`config.mk`:
```
export PLATFORM = sky130hd
export DESIGN_NAME = pwc_fifo
export DESIGN_NICKNAME = d
export VERILOG_FILES = /design/src/sv/pwc_pkg.sv /design/src/sv/pwc_fifo.sv
export SDC_FILE = /design/constraint.sdc
export NUM_CORES = 1
export LEC_CHECK = 0
export BUFFER_PORTS_ARGS = -buffer_cell sky130_fd_sc_hd__buf_2
export CORE_MARGIN = 1.5
export CORE_UTILIZATION = 55
export DETAILED_ROUTE_END_ITERATION = 12
export MAX_ROUTING_LAYER = met4
export PLACE_DENSITY = 0.77
export RECOVER_POWER = 50
export SYNTH_ARGS = -nofsm -noshare
export SYNTH_HDL_FRONTEND = slang
export SYNTH_SLANG_ARGS = --single-unit
```
`constraint.sdc`:
```
create_clock -name clk_i -period 12.3 [get_ports clk_i]
set_input_delay 1.845 -clock clk_i [delete_from_list [all_inputs] [get_ports clk_i]]
set_output_delay 1.845 -clock clk_i [all_outputs]
set_load 0.01 [all_outputs]
```
`src/sv/pwc_pkg.sv`:
```
package pwc_pkg;

  typedef struct packed {
    logic signed [31:0] position;
    logic signed [31:0] vel_par;
    logic signed [31:0] vel_perp_a;
    logic signed [31:0] vel_perp_b;
    logic               exit_low_in;
    logic               exit_high_in;
    logic        [47:0] energy_low_in;
    logic        [47:0] energy_high_in;
  } item_t;

  typedef struct packed {
    logic signed [31:0] position_out;
    logic signed [31:0] vel_par_out;
    logic               exit_low;
    logic               exit_high;
    logic        [47:0] energy_low;
    logic        [47:0] energy_high;
  } result_t;

  typedef struct packed {
    logic signed [31:0] wall_low;
    logic signed [31:0] wall_high;
    logic        [30:0] reflect_offset;
    logic        [47:0] barrier_low;
    logic        [47:0] barrier_high;
    logic        [1:0]  mode;
    logic        [31:0] mass;
    logic        [47:0] light_speed_sq;
  } cfg_t;

  typedef enum logic [3:0] {
    REG_WALL_LOW       = 4'd0,
    REG_WALL_HIGH      = 4'd1,
    REG_REFLECT_OFFSET = 4'd2,
    REG_BARRIER_LOW    = 4'd3,
    REG_BARRIER_HIGH   = 4'd4,
    REG_MODE           = 4'd5,
    REG_MASS           = 4'd6,
    REG_LIGHT_SPEED_SQ = 4'd7
  } reg_idx_e;

  // Classified particle as it leaves the front part.
  typedef struct packed {
    logic signed [31:0] pos;
    logic signed [31:0] vpar;
    logic signed [31:0] pos_lo_r;
    logic signed [31:0] pos_hi_r;
    logic signed [31:0] vpar_lo_r;
    logic signed [31:0] vpar_hi_r;
    logic               f_lo;
    logic               f_hi;
    logic               hit_lo;
    logic               hit_hi;
    logic        [47:0] e_lo;
    logic        [47:0] e_hi;
  } ctx_t;

  typedef struct packed {
    ctx_t        ctx;
    logic [63:0] speed2;
    logic [63:0] vpar2;
  } front_t;

  localparam int MODE_SHEATH_BIT = 0;
  localparam int MODE_REL_BIT    = 1;

  localparam logic [47:0] MASK48    = 48'hFFFF_FFFF_FFFF;
  localparam logic [47:0] BETA2_MAX = 48'hFFFF_FFFF_FEE6;
  localparam logic [48:0] ONE_Q48   = 49'h1_0000_0000_0000;
  localparam logic [31:0] ONE_Q31   = 32'h8000_0000;

  localparam int FIFO_DEPTH = 4;
  localparam int FIFO_AW    = $clog2(FIFO_DEPTH);
  localparam int BUSY_LEVEL = 2;

  // Back pipeline stage map.
  localparam int B_DIV_START = 2;
  localparam int RATIO_STEPS = 32;
  localparam int SQ_INIT     = 50;
  localparam int GM_INIT     = 83;
  localparam int E_MUL       = 137;
  localparam int E_ADD       = 138;
  localparam int P_MUL       = 139;
  localparam int P_ADD       = 140;
  localparam int NSTAGE      = 141;

endpackage

```
`src/sv/pwc_fifo.sv`:
```
module pwc_fifo (
  input  logic            clk_i,
  input  logic            rst_ni,
  input  logic            push_i,
  input  pwc_pkg::front_t data_i,
  input  logic            pop_i,
  output logic            empty_o,
  output logic [pwc_pkg::FIFO_AW:0] level_o,
  output pwc_pkg::front_t data_o
);

  pwc_pkg::front_t                 mem_q [pwc_pkg::FIFO_DEPTH];
  logic [pwc_pkg::FIFO_AW-1:0]     wr_q, rd_q;
  logic [pwc_pkg::FIFO_AW:0]       cnt_q;
  logic                            do_pop;

  assign empty_o = (cnt_q == '0);
  assign do_pop  = pop_i && !empty_o;
  assign level_o = cnt_q;
  assign data_o  = mem_q[rd_q];

  always_ff @(posedge clk_i or negedge rst_ni) begin
    if (!rst_ni) begin
      wr_q  <= '0;
      rd_q  <= '0;
      cnt_q <= '0;
    end else begin
      if (push_i) begin
        wr_q <= wr_q + 1'b1;
      end
      if (do_pop) begin
        rd_q <= rd_q + 1'b1;
      end
      cnt_q <= cnt_q + {{pwc_pkg::FIFO_AW{1'b0}}, push_i}
                     - {{pwc_pkg::FIFO_AW{1'b0}}, do_pop};
    end
  end

  always_ff @(posedge clk_i) begin
    if (push_i) begin
      mem_q[wr_q] <= data_i;
    end
  end

endmodule

```
==> results.sh <==
export IMPL_grt_overflow_total=0
export IMPL_ios=848
export IMPL_final_nets=3606
export IMPL_layout_common_cells="edfxtp_1 (1680), clkbuf_1 (457), buf_2 (424)"
export IMPL_maxUsedRoutingLayer="met4"
export IMPL_worstPathArrival_ns=5.32
export IMPL_period_needed_ns=7.17
export IMPL_ctsHtreeMaxLevel=4
export IMPL_vias_per_cell=5.82
export IMPL_drc=0
export IMPL_setup_violations=0
export IMPL_dieHeight_um=336
export IMPL_critPathCapture="data_o[167]"
export IMPL_grt_pass1_vias=29900
export IMPL_area_growth_pct=17.2
export IMPL_worstSkewPairLatency_ns=0.76
export IMPL_r2r_slack_ns=6.69
export IMPL_vias=28200
export IMPL_clock_sinks=1687
export IMPL_r2r_start="wr_q[1]$_DFFE_PN0P_"
export IMPL_fp_coreArea_sq_um=110000
export IMPL_p_comb_share_pct=28.7
export IMPL_violations="max-capacitance violations, max-slew violations"
export IMPL_clkPwrFrac_pct=27.2
export IMPL_firstDrtPassIters=8
export IMPL_io_buffer_count=847
export IMPL_hold_viol_final=0
export IMPL_reg2regPathDepth=5
export IMPL_cts_setup_buffers=0
export IMPL_max_slew_margin_pct=-143
export IMPL_worstPathMaxFanout=149
export IMPL_wl_um=138000
export IMPL_synthesis_nets=2660
export IMPL_r2r_end="mem_q[0][167]$_DFFE_PP_"
export IMPL_power_density_nw_per_um2=249
export IMPL_first_iter_violations=2772
export IMPL_internal_power_mw=12.5
export IMPL_skew_ns=0.0242
export IMPL_cts_root_buf="clkbuf_16"
export IMPL_cts_tree="done"
export IMPL_grt_max_degree=150
export IMPL_seq_area_frac_synth_pct=82.9
export IMPL_p_total_mw=17.8
export IMPL_critPathLaunchType="register"
export IMPL_tns_ns=0
export IMPL_synth_warnings=0
export IMPL_hold_buffers=0
export IMPL_drive_gt1_share_pct=33.2
export IMPL_hold_class="reg2reg"
export IMPL_crit_type="reg2out"
export IMPL_grtUsageTotal_pct=25.2
export IMPL_gp_congestion=0.827
export IMPL_final_common_cell="edfxtp_1"
export IMPL_fmax_ghz=0.140
export IMPL_drtAntennaViolNets=0
export IMPL_syn_instance_count=2229
export IMPL_wl_met1_um=46000
export IMPL_cts_buffers=163
export IMPL_num_rows=122
export IMPL_slew_violations=213
export IMPL_syn_area_sq_um=61000
export IMPL_grt_pass1_wl_um=199000
export IMPL_met2_length_um=72800
export IMPL_antenna_found_initial=53
export IMPL_worstMarginPinSlew_ns=3.65
export IMPL_cp_end_kind="primary output"
export IMPL_vdd_drop_max_uv=183
export IMPL_cap_viol_max_count=5
export IMPL_ctsResizeCount=0
export IMPL_dp_final_hpwl_um=82900
export IMPL_period_share_pct=58.3
export IMPL_p_switching_mw=5.32
export IMPL_dieArea_sq_um=113000
export IMPL_synth_cell_types=18
export IMPL_wl_per_cell_um=28.5
export IMPL_sequentialPowerShare_pct=44.1
export IMPL_p_leak_nw=23.2
export IMPL_sw_frac_of_total_pct=29.9
export IMPL_cts_buffer_depth=3
export IMPL_outcome="finished, violations left"
export IMPL_clkTransAtPathRegs_ns=0.06
export IMPL_rsz0062_at_grt="no"
export IMPL_syn_area_per_cell_sq_um=27.4
export IMPL_start_util_pct=55.3
export IMPL_critPathLaunch="rd_q[1]$_DFFE_PN0P_"
export IMPL_required_ns=10.45
export IMPL_synth_seq_cells=1687
export IMPL_dr_wl_met3_um=15100
export IMPL_die_x_um=336
## registers in the layout, summed over array words and instances, names as in the netlist
signal	cells
level_o	3
mem_q	1680
rd_q	2
wr_q	2
## final cells by class
class                      count  area, sq um
tap                         1488         1860
inverter                       7         26.3
clock inverter                97          826
sequential                  1687        50600
antenna                       54          135
multi-input combinational    441         9650
clock buffer                 203         4380
fill                        6923        38800
timing repair buffer         875         4050
## metal layers
| layer | GRT usage, % | vias up |
|---|---|---|
| li1 | - | 11700 |
| met1 | 28.7 | 14700 |
| met2 | 41.2 | 1562 |
| met3 | 8.39 | 240 |
| met4 | 10.1 | 0 |
| met5 | - | - |
## kinds of logic (layout without fill, tap and decap cells)
group,count (synthesis),after routing,synth area share [%]
multiplexers,420,420,15.5
XOR/XNOR,5,5,0.0717
buffers and inverters,101,1182,1.25
flip-flops,1687,1687,82.9
AO/OA/AOI/OAI,3,3,0.0348
other,0,54,0
adder cells (fa/ha/maj),7,7,0.156
AND/OR/NAND/NOR,6,6,0.0553
## synth_stat cells
master | count | share of area [%]
nor3_1 | 1 | 0.0082
ha_1 | 6 | 0.12
clkbuf_1 | 6 | 0.037
xor2_1 | 1 | 0.014
o311ai_0 | 1 | 0.014
buf_2 | 42 | 0.34
edfxtp_1 | 1680 | 83
o21ai_0 | 1 | 0.0082
and2_1 | 4 | 0.041
fa_1 | 1 | 0.033
mux4_2 | 420 | 15
inv_1 | 7 | 0.043
buf_6 | 43 | 0.79
xnor2_1 | 4 | 0.057
nand2_1 | 1 | 0.0061
dfrtp_1 | 7 | 0.29
buf_4 | 3 | 0.037
o31ai_1 | 1 | 0.012
## stage by stage
step / area [sq um] / hold slack [ns] / worst slack, ns / std cells / utilization, %
3_3_place_gp: 66800 / 0.506 / 7.03 / 4498 / 60.5
5_1_grt: 71600 / 0.573 / 4.95 / 4850 / 64.8
4_1_cts: 72000 / 0.533 / 6.19 / 4798 / 65.2
2_1_floorplan: 61000 / 0.494 / 0.178 / 2229 / -
6_report: 71600 / 0.538 / 5.13 / 4852 / 64.8
3_5_place_dp: 66800 / 0.522 / 7.05 / 4498 / 60.5
## power by group through the flow
| stage | registers [mW] | clock network [mW] | logic (mW) |
|---|---|---|---|
| after floorplan | 8.29 | 0 | 3.30 |
| after CTS | 7.86 | 4.92 | 5.17 |
| after global routing | 7.93 | 5.13 | 5.40 |
| final | 7.86 | 4.85 | 5.11 |
| after global placement | 7.84 | 0 | 5.05 |
| after detailed placement | 7.93 | 0 | 5.10 |
## critical path, cell delays in order (launching register included)
cell and delay (ns):
dfrtp_4 0.74, clkbuf_1 2.25, buf_12 0.64, mux4_2 0.49, buf_2 0.17
## worst min-delay path by stage
stage / depth (start not counted) / from / endpoint / slack [ns]
global placement: 1 / wr_q[0]$_DFFE_PN0P_ / wr_q[0]$_DFFE_PN0P_ / 0.51
CTS: 1 / wr_q[0]$_DFFE_PN0P_ / wr_q[0]$_DFFE_PN0P_ / 0.53
floorplan: 1 / wr_q[0]$_DFFE_PN0P_ / wr_q[0]$_DFFE_PN0P_ / 0.49
global route: 1 / wr_q[0]$_DFFE_PN0P_ / wr_q[0]$_DFFE_PN0P_ / 0.57
detailed placement: 1 / wr_q[0]$_DFFE_PN0P_ / wr_q[0]$_DFFE_PN0P_ / 0.52
finish: 1 / wr_q[0]$_DFFE_PN0P_ / wr_q[0]$_DFFE_PN0P_ / 0.54
No activity file was read; power rests on OpenSTA's default activity.
